<file path="src/hw/rtl/h264d_pkg.sv">
`timescale 1ns / 1ps
// Shared constants and types for the H.264 RTP depacketizer.
// No dependencies; compiled first.
package h264d_pkg;

    localparam int BYTE_W    = 8;
    localparam int HDR_CNT_W = 7;
    localparam int CFG_IDX_W = 1;
    localparam int CFG_DAT_W = 7;
    localparam int SC_LEN_W  = 3;

    // configuration register indexes
    localparam logic [CFG_IDX_W-1:0] CFG_RTP_HDR_BYTES = 1'd0;
    localparam logic [CFG_IDX_W-1:0] CFG_SEI_SHORT_SC  = 1'd1;

    localparam logic [HDR_CNT_W-1:0] RTP_HDR_RESET = 7'd12;
    localparam logic [HDR_CNT_W-1:0] HDR_CNT_MAX   = 7'd127;

    // NAL unit types
    localparam logic [4:0] NAL_SLICE = 5'd1;
    localparam logic [4:0] NAL_IDR   = 5'd5;
    localparam logic [4:0] NAL_SEI   = 5'd6;
    localparam logic [4:0] NAL_SPS   = 5'd7;
    localparam logic [4:0] NAL_PPS   = 5'd8;
    localparam logic [4:0] NAL_FU_A  = 5'd28;

    // start code lengths
    localparam logic [SC_LEN_W-1:0] SC_NONE  = 3'd0;
    localparam logic [SC_LEN_W-1:0] SC_SHORT = 3'd3;
    localparam logic [SC_LEN_W-1:0] SC_LONG  = 3'd4;

    // packet parse state codes
    localparam logic [1:0] KIND_WAIT  = 2'd0;
    localparam logic [1:0] KIND_FUHDR = 2'd1;
    localparam logic [1:0] KIND_PASS  = 2'd2;
    localparam logic [1:0] KIND_DROP  = 2'd3;

    typedef logic [BYTE_W-1:0] t_byte;

endpackage

</file>
<file path="src/hw/rtl/h264d_in_if.sv">
`timescale 1ns / 1ps
// Input channel: one RTP packet byte per transfer with an end-of-packet flag.
// Depends on h264d_pkg.
interface h264d_in_if;
    logic               valid;
    logic               ready;
    h264d_pkg::t_byte   in_byte;
    logic               packet_end;

    modport source (output valid, output in_byte, output packet_end, input ready);
    modport sink   (input valid, input in_byte, input packet_end, output ready);
endinterface

</file>
<file path="src/hw/rtl/h264d_out_if.sv">
`timescale 1ns / 1ps
// Output channel: one Annex B stream byte per transfer plus status flags.
// Depends on h264d_pkg.
interface h264d_out_if;
    logic               valid;
    logic               ready;
    h264d_pkg::t_byte   out_byte;
    logic               unit_start;
    logic               short_packet;
    logic               run_last;

    modport source (output valid, output out_byte, output unit_start,
                    output short_packet, output run_last, input ready);
    modport sink   (input valid, input out_byte, input unit_start,
                    input short_packet, input run_last, output ready);
endinterface

</file>
<file path="src/hw/rtl/h264_rtp_depacketizer.sv">
`timescale 1ns / 1ps
// H.264 RTP depacketizer top level: RTP bytes in, Annex B bytes out.
// Depends on h264d_pkg, h264d_in_if, h264d_out_if.
//
// Usage:
//   i_in carries one packet byte per transfer; packet_end marks the last byte
//   of each RTP packet. o_out carries stream bytes; run_last flags the last
//   byte produced by a given input byte, short_packet flags an error result.
//   The config port (i_cfg_we/i_cfg_idx/i_cfg_data) sets the RTP header size
//   and the SEI start code length; write it only while the block is idle.
// Timing:
//   An input byte is held in the input register, is parsed, and its
//   results are loaded into the result register. The result register
//   sends one byte per cycle while the receiver is ready, so a plain
//   payload byte yields one stream byte and a NAL header with its start
//   code yields 4 or 5; dropped and skipped bytes yield none. Throughput
//   is one input byte per cycle on payload while the receiver is ready.
// Reset clears the parse state and both registers; config returns to
//   12 header bytes and 3-byte SEI start codes.
// A stalled receiver holds the current result; one more input byte is taken
//   into the input register, then i_in.ready drops.
module h264_rtp_depacketizer (
    input  logic                              i_clk,
    input  logic                              i_rst_n,
    h264d_in_if.sink                          i_in,
    h264d_out_if.source                       o_out,
    input  logic                              i_cfg_we,
    input  logic [h264d_pkg::CFG_IDX_W-1:0]   i_cfg_idx,
    input  logic [h264d_pkg::CFG_DAT_W-1:0]   i_cfg_data
);
    import h264d_pkg::*;

    // config
    logic [HDR_CNT_W-1:0] r_hdr_bytes;
    logic                 r_sei_short;

    // input register
    logic                 r_in_valid;
    t_byte                r_in_byte;
    logic                 r_in_end;

    // parse state
    logic [HDR_CNT_W-1:0] r_byte_index, n_byte_index;
    logic [1:0]           r_kind, n_kind;
    logic                 r_in_frag, n_in_frag;
    t_byte                r_indicator, n_indicator;

    // result register: optional start code, then one data or error result
    logic                 r_run_valid;
    logic [SC_LEN_W-1:0]  r_sc_len, n_sc_len;
    t_byte                r_run_byte, n_run_byte;
    logic                 r_run_err, n_run_err;
    logic                 n_produce;
    logic [SC_LEN_W-1:0]  r_pos;

    logic                 w_run_last;
    logic                 w_out_xfer;
    logic                 w_load;
    logic [4:0]           w_type;

    assign w_run_last = (r_pos == r_sc_len);
    assign w_out_xfer = o_out.valid && o_out.ready;
    assign w_load     = r_in_valid && (!r_run_valid || (w_out_xfer && w_run_last));
    assign i_in.ready = !r_in_valid || w_load;
    assign w_type     = r_in_byte[4:0];

    // output decode
    always_comb begin
        o_out.valid        = r_run_valid;
        o_out.run_last     = w_run_last;
        o_out.unit_start   = 1'b0;
        o_out.short_packet = 1'b0;
        o_out.out_byte     = '0;
        if (r_pos < r_sc_len) begin
            o_out.unit_start = (r_pos == '0);
            o_out.out_byte   = (r_pos == r_sc_len - SC_LEN_W'(1)) ? t_byte'(1) : '0;
        end else begin
            o_out.short_packet = r_run_err;
            o_out.out_byte     = r_run_err ? '0 : r_run_byte;
        end
    end

    // parse one byte
    always_comb begin
        n_byte_index = r_byte_index;
        n_kind       = r_kind;
        n_in_frag    = r_in_frag;
        n_indicator  = r_indicator;
        n_sc_len     = SC_NONE;
        n_run_byte   = r_in_byte;
        n_run_err    = 1'b0;
        n_produce    = 1'b0;
        unique case (r_kind)
            KIND_WAIT: begin
                if (r_byte_index < r_hdr_bytes) begin
                    if (r_byte_index != HDR_CNT_MAX) begin
                        n_byte_index = r_byte_index + HDR_CNT_W'(1);
                    end
                    n_run_err = r_in_end;
                end else if (w_type == NAL_FU_A) begin
                    n_indicator = r_in_byte;
                    n_kind      = KIND_FUHDR;
                    n_run_err   = r_in_end;
                end else begin
                    n_in_frag = 1'b0;
                    case (w_type) inside
                        NAL_SLICE, NAL_IDR, NAL_SPS, NAL_PPS: begin
                            n_sc_len  = SC_LONG;
                            n_produce = 1'b1;
                            n_kind    = KIND_PASS;
                        end
                        NAL_SEI: begin
                            n_sc_len  = r_sei_short ? SC_SHORT : SC_LONG;
                            n_produce = 1'b1;
                            n_kind    = KIND_PASS;
                        end
                        default: begin
                            n_kind = KIND_DROP;
                        end
                    endcase
                end
            end
            KIND_FUHDR: begin
                if (r_in_byte[7]) begin
                    n_sc_len   = SC_LONG;
                    n_run_byte = {r_indicator[7:5], w_type};
                    n_produce  = 1'b1;
                    n_kind     = KIND_PASS;
                    n_in_frag  = !r_in_byte[6];
                end else if (r_in_frag) begin
                    n_kind    = KIND_PASS;
                    n_in_frag = !r_in_byte[6];
                end else begin
                    n_kind = KIND_DROP;
                end
            end
            KIND_PASS: begin
                n_produce = 1'b1;
            end
            KIND_DROP: begin
            end
            default: begin
            end
        endcase
        if (n_run_err) begin
            n_in_frag = 1'b0;
            n_produce = 1'b1;
        end
        if (r_in_end) begin
            n_byte_index = '0;
            n_kind       = KIND_WAIT;
        end
    end

    always_ff @(posedge i_clk) begin
        if (!i_rst_n) begin
            r_hdr_bytes  <= RTP_HDR_RESET;
            r_sei_short  <= 1'b1;
            r_in_valid   <= 1'b0;
            r_byte_index <= '0;
            r_kind       <= KIND_WAIT;
            r_in_frag    <= 1'b0;
            r_indicator  <= '0;
            r_run_valid  <= 1'b0;
            r_pos        <= '0;
        end else begin
            if (i_cfg_we) begin
                unique case (i_cfg_idx)
                    CFG_RTP_HDR_BYTES: r_hdr_bytes <= i_cfg_data;
                    CFG_SEI_SHORT_SC:  r_sei_short <= i_cfg_data[0];
                    default: begin
                    end
                endcase
            end
            if (i_in.valid && i_in.ready) begin
                r_in_valid <= 1'b1;
            end else if (w_load) begin
                r_in_valid <= 1'b0;
            end
            if (w_load) begin
                r_byte_index <= n_byte_index;
                r_kind       <= n_kind;
                r_in_frag    <= n_in_frag;
                r_indicator  <= n_indicator;
                r_run_valid  <= n_produce;
                r_pos        <= '0;
            end else if (w_out_xfer) begin
                if (w_run_last) begin
                    r_run_valid <= 1'b0;
                end
                r_pos <= r_pos + SC_LEN_W'(1);
            end
        end
    end

    // payload registers
    always_ff @(posedge i_clk) begin
        if (i_in.valid && i_in.ready) begin
            r_in_byte <= i_in.in_byte;
            r_in_end  <= i_in.packet_end;
        end
        if (w_load) begin
            r_sc_len   <= n_sc_len;
            r_run_byte <= n_run_byte;
            r_run_err  <= n_run_err;
        end
    end

endmodule
</file>
<file path="src/flat_wrapper.sv">
// flat-port wrapper written by rule: the top's interface ports become plain ports
module h264_rtp_depacketizer_flat import h264d_pkg::*;
  (i_clk, i_rst_n, i_cfg_we, i_cfg_idx, i_cfg_data, i_in_valid, i_in_in_byte, i_in_packet_end, i_in_ready, o_out_valid, o_out_out_byte, o_out_unit_start, o_out_short_packet, o_out_run_last, o_out_ready);
  h264d_in_if i_in_i ();
  h264d_out_if o_out_i ();
  input  logic i_clk;
  input  logic i_rst_n;
  input  logic i_cfg_we;
  input  logic [h264d_pkg::CFG_IDX_W-1:0] i_cfg_idx;
  input  logic [h264d_pkg::CFG_DAT_W-1:0] i_cfg_data;
  input wire logic [$bits(i_in_i.valid)-1:0] i_in_valid;
  input wire logic [$bits(i_in_i.in_byte)-1:0] i_in_in_byte;
  input wire logic [$bits(i_in_i.packet_end)-1:0] i_in_packet_end;
  output wire logic [$bits(i_in_i.ready)-1:0] i_in_ready;
  output wire logic [$bits(o_out_i.valid)-1:0] o_out_valid;
  output wire logic [$bits(o_out_i.out_byte)-1:0] o_out_out_byte;
  output wire logic [$bits(o_out_i.unit_start)-1:0] o_out_unit_start;
  output wire logic [$bits(o_out_i.short_packet)-1:0] o_out_short_packet;
  output wire logic [$bits(o_out_i.run_last)-1:0] o_out_run_last;
  input wire logic [$bits(o_out_i.ready)-1:0] o_out_ready;
  assign i_in_i.valid = i_in_valid;
  assign i_in_i.in_byte = i_in_in_byte;
  assign i_in_i.packet_end = i_in_packet_end;
  assign i_in_ready = i_in_i.ready;
  assign o_out_valid = o_out_i.valid;
  assign o_out_out_byte = o_out_i.out_byte;
  assign o_out_unit_start = o_out_i.unit_start;
  assign o_out_short_packet = o_out_i.short_packet;
  assign o_out_run_last = o_out_i.run_last;
  assign o_out_i.ready = o_out_ready;
  h264_rtp_depacketizer u_core (.i_clk(i_clk), .i_rst_n(i_rst_n), .i_in(i_in_i), .o_out(o_out_i), .i_cfg_we(i_cfg_we), .i_cfg_idx(i_cfg_idx), .i_cfg_data(i_cfg_data));
endmodule
</file>
<file path="config.mk">
export PLATFORM = sky130hd
export DESIGN_NAME = h264_rtp_depacketizer_flat
export DESIGN_NICKNAME = d
export VERILOG_FILES = /design/src/hw/rtl/h264d_pkg.sv /design/src/hw/rtl/h264d_in_if.sv /design/src/hw/rtl/h264d_out_if.sv /design/src/hw/rtl/h264_rtp_depacketizer.sv /design/src/flat_wrapper.sv
export SDC_FILE = /design/constraint.sdc
export NUM_CORES = 1
export LEC_CHECK = 0
export BUFFER_PORTS_ARGS = -buffer_cell sky130_fd_sc_hd__clkbuf_2
export CAP_MARGIN = 0
export CELL_PAD_IN_SITES_DETAIL_PLACEMENT = 0
export CELL_PAD_IN_SITES_GLOBAL_PLACEMENT = 1
export CORE_MARGIN = 10
export CORE_UTILIZATION = 44
export CTS_CLUSTER_SIZE = 25
export DETAILED_ROUTE_END_ITERATION = 7
export GPL_TIMING_DRIVEN = 0
export PLACE_DENSITY = 0.86
export SKIP_CTS_REPAIR_TIMING = 1
export SLEW_MARGIN = 15
export SYNTH_ARGS = -nofsm -noshare
export SYNTH_HDL_FRONTEND = slang
export SYNTH_SLANG_ARGS = --single-unit
</file>
<file path="constraint.sdc">
create_clock -name i_clk -period 2.5 [get_ports i_clk]
set_input_delay 0.125 -clock i_clk [delete_from_list [all_inputs] [get_ports i_clk]]
set_output_delay 0.125 -clock i_clk [all_outputs]
set_load 0.005 [all_outputs]
</file>
==> results.yml, run 1 <==
status:
  status: "finished clean"
worst_setup_path:
  worstReg2RegStart: "u_core.r_sc_len[1]$_DFFE_PP_"
  cp_common_cell: "nand2_1"
  rrSetupSlack_ns: 0.23
  reg2regPathDepth: 8
  path_cells: "ha_1 -> nand4_1 -> nand2_1 -> nand2_1 -> clkinv_2 -> nand3_1 -> or3_2 -> a21oi_1"
  cp_data_arrival_time_ns: 2.51
  crit_start: "u_core.r_sc_len[1]$_DFFE_PP_"
  worst-path-max-fanout: 19
  worstPathRequired_ns: 2.74
  cp_slowest_stage_delay_ns: 0.43
  endpoint_kind: "flop"
  worst_setup_path_start_kind: "flop"
  cp.depth: 8
  crit_family: "simple AND/OR/NAND/NOR gates"
  slowest_stage: "edfxtp_1"
  path_class: "flop to flop"
  critPathBufInv: 1
routing:
  detail-route-antenna-nets: 0
  wl_per_cell_um: 13.3
  drt-total-wl_mm: 4.81
  viasPerCell: 5.08
  drc: 0
  drtIter0Drc: 122
  first_pass_iters: 4
  via_count: 1829
synthesis:
  synth_seq_cells: 46
  synth.top_cell.area_share_pct: 25.3
  yosys.area.top_type: "edfxtp_1"
  synth_cell_types: 47
  synth_area_per_cell_um2: 9.95
  syn-cell-area_um2: 2380
  synth_edf_count: 20
  synthCells: 239
  synth.net_count: 273
  synth_top_cells_by_area: "edfxtp_1 25%, dfxtp_1 22%, ha_1 6.3%"
  yosysSeqAreaShare_pct: 47.2
  yosys_most_used_dff: "dfxtp_1"
  async_flop_share_pct: 0
  ys_warn_count: 0
sta:
  max_freq_mhz: 440
  finalHoldViolations: 0
  setup_ws_ns: 0.226
  worst_pin_slew_ns: 0.652
  fin_skew_ns: 0.00974
  relSlewSlack_pct: 56.1
  fin_crit_sh_pct: 91.0
  finalSetupTns_ns: 0
  finalSetupViolCount: 0
  rsz0062_at_grt: "no"
  drv_slew: 0
  period_needed_ns: 2.27
global_route:
  grt_pass1_wl_mm: 8.09
  grt_start_max_net_pins: 20
  grt_overflow: 0
  first_global_vias: 1762
  use_met3_pct: 2.96
  antenna_found_initial: 0
  grtUsageMet1_pct: 14.0
  grt.busiest_layer: "met2"
  met2_usage_pct: 17.7
  grt_usage_pct: 11.4
place:
  dp.cells: 343
  io_buffers: 34
  hpwl_mm: 3.72
  routabilityCongestion: 0.806
  pre_cts_ws_ns: 0.235
floorplanning:
  rows: 26
  start_util_pct: 46.0
  io_pins: 35
  core_area_um2: 5170
  dieWidth_um: 93.5
  dieHeight_um: 93.5
  die_area_um2: 8740
power_and_ir_drop:
  pwr-share-comb_pct: 12.2
  cellPowerDensity_nw_per_um2: 559
  p_sw_w: 0.000380
  power.leakage_nw: 1.12
  swShare_pct: 24.0
  power.internal_w: 0.00121
  vdd_ir_drop_max_mv: 0.427
  power.share.clock_pct: 34.4
  power_frac_seq_pct: 53.4
clocking:
  clock_latency_ns: 0.30
  cts_root_buffer: "clkbuf_8"
  clk_pin_slew_ns: 0.09
  cts_tree: "built"
  clkSinkCount: 46
  cts_max_path_buffers: 2
  h-tree-depth: 2
  cts_inserted_buffers: 5
cells_and_area:
  final-instance-count-excl-fill: 360
  antenna_cells: 0
  mostFrequentLayoutCells: "38 x nand2_1, 34 x clkbuf_2, 26 x dfxtp_1"
  drive_gt1_share_pct: 19.3
  area_delta_synth_final_pct: 19.4
  nets: 323
  final_common_cell: "nand2_1"
worst_hold_path:
  hold_class: "input port to flop"
  min-delay-start: "i_cfg_data[3]"
  worstHoldPathCells: 3
flow_run:
  maxCapViolCount: 0
-- sequential cells by signal, summed over array words and instances, names as in the netlist --
name                 count
u_core.r_sei_short       1
u_core.r_in_valid        1
u_core.r_sc_len          2
u_core.r_kind            2
u_core.r_in_byte         8
u_core.o_out.valid       1
u_core.r_in_end          1
u_core.r_pos             3
u_core.r_byte_index      7
u_core.r_in_frag         1
u_core.r_run_err         1
u_core.r_hdr_bytes       7
u_core.r_indicator       3
u_core.r_run_byte        8
-- worst paths after layout --
check | to
hold / removal | u_core.r_hdr_bytes[3]$_SDFFE_PN1P_
hold reg to reg | u_core.r_indicator[5]$_SDFFE_PN0P_
setup reg to reg | u_core.r_byte_index[2]$_SDFFE_PN0P_
setup / recovery | u_core.r_byte_index[2]$_SDFFE_PN0P_
-- power groups by stage --
stage                     clock network [W]  registers (W)  logic (W)
final                              0.000546       0.000847   0.000194
after global routing               0.000595       0.000852   0.000220
after CTS                          0.000562       0.000847   0.000185
after detailed placement                  0       0.000864   0.000184
after global placement                    0       0.000863   0.000181
after floorplan                           0       0.000856   0.000129
-- cell usage after synthesis, drive strengths merged, types with 2 or more instances --
library cell and number:
or3 2, nor3 4, o211ai 3, dfxtp 26, clkbuf 4, mux2 3
and2 10, nand2 38, ha 12, o31ai 2, edfxtp 20, nand3b 2
nor2b 7, xor2 2, o21ai 8, o21a 5, inv 13, nor2 4
nand3 10, a21oi 14, a21boi 7, xnor2 2, nand4 6, mux2i 7
and3 4, nand2b 8
-- layer usage --
metal  share of wire, %  vias up
met5                  0        -
met4                1.9        0
met3                5.1        4
met2                 46       35
met1                 47      837
li1                   -      953
-- kinds of logic after synthesis --
group | count (synthesis) | share of synthesized area, %
compound gates | 48 | 14.9
xor+xnor | 4 | 1.47
fa+ha+maj | 12 | 6.32
buf+inv | 18 | 2.89
flops | 46 | 47.2
mux | 10 | 4.37
simple gates | 101 | 22.8
-- layout make-up --
class                      instances  area [um2]
timing repair buffer              43         260
inverter                          14        53.8
clock buffer                       6        72.6
tap                               70        87.6
sequential                        46        1120
multi-input combinational        175        1190
buffer                             4        15.0
fill                             463        2330
clock inverter                     2        37.5
-- metrics by stage --
step | hold slack, ns | cell area, um2 | utilization [%] | total power [W]
2_1_floorplan | 0.224 | 2380 | - | 0.000985
3_3_place_gp | 0.303 | 2640 | 50.9 | 0.00104
3_5_place_dp | 0.304 | 2640 | 50.9 | 0.00105
4_1_cts | -0.0164 | 2750 | 53.1 | 0.00159
5_1_grt | 0.0582 | 2840 | 54.9 | 0.00167
6_report | 0.0496 | 2840 | 54.9 | 0.00159
-- worst min-delay path, stage by stage --
cell and delay [ns]:
clkbuf_2 0.07, nand2_1 0.04, o211ai_1 0.07
(Power assumes the default switching activity.)
==> run 2: changes to the inputs <==
--- a/config.mk
+++ b/config.mk
@@ -11,9 +11,9 @@
 export CELL_PAD_IN_SITES_GLOBAL_PLACEMENT = 1
 export CORE_MARGIN = 10
-export CORE_UTILIZATION = 44
+export CORE_UTILIZATION = 47
 export CTS_CLUSTER_SIZE = 25
 export DETAILED_ROUTE_END_ITERATION = 7
 export GPL_TIMING_DRIVEN = 0
-export PLACE_DENSITY = 0.86
+export PLACE_DENSITY = 0.91
 export SKIP_CTS_REPAIR_TIMING = 1
 export SLEW_MARGIN = 15
==> constraint.sdc (replaced) <==
create_clock -name i_clk -period 2.8 [get_ports i_clk]
set_input_delay 0.14 -clock i_clk [delete_from_list [all_inputs] [get_ports i_clk]]
set_output_delay 0.14 -clock i_clk [all_outputs]
set_load 0.05 [all_outputs]
==> run 2 against run 1 <==
Final area unchanged. Power down 9.1%. Non-clock buffer count unchanged. Critical path depth unchanged. Sequential share of layout area unchanged. Die area down 5.0%. Via count up 1.9%. Maximum frequency down 4.1%. First-iteration DRC count up 35%. Combinational power up 3%. Critical path type unchanged. Highest routed layer unchanged.
==> results.yml, run 2 (synthesis results as in run 1) <==
status:
  status: "finished clean"
clocking:
  clkSinkCount: 46
  clk_pin_slew_ns: 0.08
  h-tree-depth: 2
  cts_tree: "built"
  clock_latency_ns: 0.30
  cts_inserted_buffers: 5
  cts_max_path_buffers: 2
  cts_root_buffer: "clkbuf_8"
worst_setup_path:
  path_class: "flop to flop"
  endpoint_kind: "flop"
  reg2regPathDepth: 8
  r2r_end: "u_core.r_byte_index[3]$_SDFFE_PN0P_"
  cp_data_arrival_time_ns: 2.60
  worst-path-max-fanout: 19
  worst_setup_path_start_kind: "flop"
  cp-endpoint: "u_core.r_byte_index[3]$_SDFFE_PN0P_"
  rrSetupSlack_ns: 0.43
  worstReg2RegStart: "u_core.r_sc_len[1]$_DFFE_PP_"
  worstPathRequired_ns: 3.03
  crit_start: "u_core.r_sc_len[1]$_DFFE_PP_"
routing:
  via_count: 1864
  drt-total-wl_mm: 4.96
  wl_met1_mm: 2.34
  drtIter0Drc: 165
  wl_per_cell_um: 13.9
  highest_layer: "met4"
  dr_wl_met2_mm: 2.23
  met3WireLength_um: 292
  drc: 0
  viasPerCell: 5.22
  detail-route-antenna-nets: 0
  first_pass_iters: 4
sta:
  period_needed_ns: 2.37
  max_freq_mhz: 422
  finalHoldViolations: 0
  rsz0062_at_grt: "no"
  fin_crit_sh_pct: 84.7
  finalSetupTns_ns: 0
  finalSetupViolCount: 0
  worst_pin_slew_ns: 0.690
  fin_skew_ns: 0.00564
  drv_slew: 0
  relSlewSlack_pct: 53.5
cells_and_area:
  mostFrequentLayoutCells: "38 x nand2_1, 34 x clkbuf_2, 26 x dfxtp_1"
  final-instance-count-excl-fill: 357
  drive_gt1_share_pct: 19.3
  nets: 323
  antenna_cells: 0
  final_common_cell: "nand2_1"
  reg_top3: "u_core.r_in_byte: 8 flops, u_core.r_run_byte: 8 flops"
  area_delta_synth_final_pct: 19.4
global_route:
  first_global_vias: 1840
  antenna_found_initial: 0
  grt_pass1_wl_mm: 8.51
  grt_usage_pct: 12.2
  grt_start_max_net_pins: 20
  grt_overflow: 0
flow_run:
  maxCapViolCount: 0
place:
  routabilityCongestion: 0.838
  io_buffers: 34
  dp.cells: 340
  hpwl_mm: 3.73
power_and_ir_drop:
  power.leakage_nw: 1.13
  vdd_ir_drop_max_mv: 0.335
  cellPowerDensity_nw_per_um2: 508
floorplanning:
  dieHeight_um: 91.1
  rows: 25
  dieWidth_um: 91.1
  core_area_um2: 4820
  io_pins: 35
  die_area_um2: 8300
  start_util_pct: 49.4
worst_hold_path:
  hold_class: "input port to flop"
-- run 2: metrics by stage --
stage	setup WS (ns)	power, W	util (%)	instance area (um2)	hold slack, ns
after floorplan	0.395	0.000903	-	2380	0.239
after global placement	0.585	0.000956	54.8	2640	0.317
after detailed placement	0.518	0.000960	54.8	2640	0.319
after CTS	0.419	0.00145	57.1	2750	-0.00236
after global routing	0.190	0.00151	58.9	2840	0.0666
final	0.429	0.00144	58.9	2840	0.0617
-- run 2: critical path, stage by stage, from the launching register on --
cell      delay (ns)
edfxtp_1        0.44
ha_1            0.36
nand4_1         0.12
nand2_1         0.17
nand2_1         0.19
clkinv_2        0.28
nand3_1         0.14
or3_2           0.43
a21oi_1         0.17
-- run 2: power breakdown --
| group | internal, W | switching (W) |
|---|---|---|
| clock network | 0.000266 | 0.000221 |
| registers | 0.000733 | 0.0000227 |
| logic | 0.0000775 | 0.000121 |
-- run 2: worst min path at each step --
stage,depth (start not counted),end,start,slack [ns]
after global placement,1,u_core.r_in_byte[5]$_DFFE_PP_,i_in_in_byte[5],0.32
after floorplan,0,u_core.r_in_byte[0]$_DFFE_PP_,i_in_in_byte[0],0.24
after detailed placement,1,u_core.r_in_byte[2]$_DFFE_PP_,i_in_in_byte[2],0.32
after CTS,1,u_core.r_in_byte[2]$_DFFE_PP_,i_in_in_byte[2],-0.002
final,3,u_core.r_hdr_bytes[3]$_SDFFE_PN1P_,i_cfg_data[3],0.06
after global routing,3,u_core.r_hdr_bytes[1]$_SDFFE_PN0P_,i_cfg_data[1],0.07
-- run 2: cell type report --
type	count	area, um2
multi-input combinational	175	1190
timing repair buffer	43	260
clock buffer	6	72.6
fill	435	1980
tap	67	83.8
clock inverter	2	37.5
inverter	14	53.8
sequential	46	1120
buffer	4	15.0
-- run 2: metal layers --
metal  up-vias  track usage, %
li1        952               -
met1       859            15.3
met2        45            18.7
met3         8            3.70
met4         0            5.22
met5         -               0
==> run 3: changes to the inputs <==
CORE_UTILIZATION = 44   (was 47)
PLACE_DENSITY = 0.86   (was 0.91)
clock period = 2.4 ns   (was 2.8 ns; I/O delays follow)
==> run 3 against run 2 <==
Clock power down 7.6%. Flip-flop and latch count unchanged. Non-clock buffer count up 2. Final area up 0.22%. Cell count up 1.4%. Combinational power up 18%. Power up 8.7%. Core utilization down 3.9 points. Via count up 0.43%. Critical path type is now flop to primary output. Routed wire length down 3.4%. Critical endpoint is now o_out_out_byte[0].
==> results.yml, run 3 (synthesis results as in run 1) <==
status:
  status: "finished clean"
worst_setup_path:
  cp_data_arrival_time_ns: 2.10
  slowest_stage: "edfxtp_1"
  worstReg2RegStart: "u_core.r_sc_len[1]$_DFFE_PP_"
  worst_setup_path_start_kind: "flop"
  cp_slowest_stage_delay_ns: 0.44
  worstPathRequired_ns: 2.28
  critPathBufInv: 2
  reg2regPathDepth: 8
  rrSetupSlack_ns: 0.27
  endpoint_kind: "primary output"
  r2r_end: "u_core.r_byte_index[2]$_SDFFE_PN0P_"
  path_class: "flop to primary output"
  path_cells: "inv_1 -> ha_1 -> nor2b_1 -> o21ai_0 -> nand2b_1 -> o41ai_2 -> clkbuf_2"
  crit_family: "flip-flops"
  worst-path-max-fanout: 5
worst_hold_path:
  min-delay-start: "i_cfg_data[2]"
  worstHoldEndpoint: "u_core.r_hdr_bytes[2]$_SDFFE_PN1P_"
  worstHoldPathCells: 3
  hold_class: "input port to flop"
sta:
  fin_crit_sh_pct: 92.6
  finalSetupViolCount: 0
  relSlewSlack_pct: 58.8
  drv_slew: 0
  finalHoldViolations: 0
  worst_pin_slew_ns: 0.611
  period_needed_ns: 2.22
  max_freq_mhz: 450
  hold_ws_ns: 0.0487
  fin_skew_ns: 0.00339
floorplanning:
  rows: 26
  dieWidth_um: 93.5
  start_util_pct: 46.0
  io_pins: 35
  core_area_um2: 5170
  dieHeight_um: 93.5
  die_area_um2: 8740
routing:
  drtIter0Drc: 160
  viasPerCell: 5.17
  via_count: 1872
  wl_per_cell_um: 13.2
  dr_wl_met2_mm: 2.14
  wl_met1_mm: 2.34
  drc: 0
  drt-total-wl_mm: 4.79
  met3WireLength_um: 234
  first_pass_iters: 4
  detail-route-antenna-nets: 0
  highest_layer: "met4"
place:
  dp.cells: 343
  routabilityCongestion: 0.810
  io_buffers: 34
  hpwl_mm: 3.67
clocking:
  cts_tree: "built"
  clock_latency_ns: 0.29
  h-tree-depth: 2
  cts_root_buffer: "clkbuf_8"
  clk_pin_slew_ns: 0.08
  cts_inserted_buffers: 5
  cts_max_path_buffers: 2
  clkSinkCount: 46
global_route:
  grt_start_max_net_pins: 20
  grt_pass1_wl_mm: 8.10
  first_global_vias: 1809
  antenna_found_initial: 0
  grt_usage_pct: 11.1
  grt_overflow: 0
cells_and_area:
  final_common_cell: "nand2_1"
  area_delta_synth_final_pct: 19.7
  drive_gt1_share_pct: 20.5
  final-instance-count-excl-fill: 362
  mostFrequentLayoutCells: "38 x nand2_1, 34 x clkbuf_2, 26 x dfxtp_1"
  reg_top3: "u_core.r_in_byte: 8 flops, u_core.r_run_byte: 8 flops"
  nets: 325
  antenna_cells: 0
power_and_ir_drop:
  cellPowerDensity_nw_per_um2: 551
  power.leakage_nw: 1.13
  vdd_ir_drop_max_mv: 0.369
  report.power.total_w: 0.00157
flow_run:
  maxCapViolCount: 0
run 3: cell count changes in the layout (fill, tap and decap cells not counted):
cell | previous run | this run
nor2b_4 | 0 | 1
clkinv_2 | 1 | 2
nor2b_1 | 7 | 6
clkinv_4 | 0 | 1
bufinv_16 | 1 | 0
a21boi_2 | 0 | 1
a21boi_1 | 1 | 0
clkinvlp_4 | 1 | 0
buf_4 | 0 | 2
run 3: cell type report:
| cell class | instances | area (um2) |
|---|---|---|
| buffer | 4 | 15.0 |
| clock buffer | 6 | 72.6 |
| clock inverter | 2 | 10.0 |
| fill | 466 | 2330 |
| inverter | 14 | 57.6 |
| multi-input combinational | 175 | 1210 |
| sequential | 46 | 1120 |
| tap | 70 | 87.6 |
| timing repair buffer | 45 | 275 |
run 3: layer usage:
| metal | vias up | GRT usage, % |
|---|---|---|
| met1 | 870 | 14.6 |
| met4 | 0 | 4.24 |
| met5 | - | 0 |
| met2 | 42 | 17.0 |
| li1 | 953 | - |
| met3 | 7 | 2.80 |
run 3: worst register-to-register path, stage by stage, from the launching register on:
cell and delay, ns:
edfxtp_1 0.44, ha_1 0.36, nand4_1 0.12, nand2_1 0.16, nand2_1 0.20, clkinv_4 0.14, nand3_1 0.09, or3_2 0.41
a21oi_1 0.14
run 3: worst max-delay path by stage:
stage / from / to / cells past startpoint
after CTS: u_core.r_sc_len[1]$_DFFE_PP_ / o_out_out_byte[6] / 8
after global placement: u_core.r_pos[0]$_SDFFE_PP0P_ / u_core.r_byte_index[0]$_SDFFE_PN0P_ / 9
after global routing: u_core.r_sc_len[1]$_DFFE_PP_ / o_out_out_byte[0] / 7
after floorplan: u_core.r_sc_len[1]$_DFFE_PP_ / o_out_unit_start / 6
final: u_core.r_sc_len[1]$_DFFE_PP_ / o_out_out_byte[0] / 7
after detailed placement: u_core.r_sc_len[1]$_DFFE_PP_ / u_core.r_byte_index[3]$_SDFFE_PN0P_ / 8
run 3: stage by stage:
| stage | cell area [um2] | utilization (%) | setup TNS (ns) | worst slack, ns |
|---|---|---|---|---|
| detailed placement | 2640 | 51.1 | 0 | 0.135 |
| finish | 2850 | 55.0 | 0 | 0.177 |
| CTS | 2730 | 52.7 | 0 | 0.0396 |
| floorplan | 2380 | - | 0 | 0.0149 |
| global placement | 2640 | 51.1 | 0 | 0.177 |
| global route | 2850 | 55.0 | -0.00812 | -0.00812 |
run 3: power by group:
part	switching [W]	internal (W)	leakage, nW
sequential	0.0000274	0.000855	0.404
combinational	0.000141	0.0000942	0.685
clock	0.000248	0.000202	0.0450
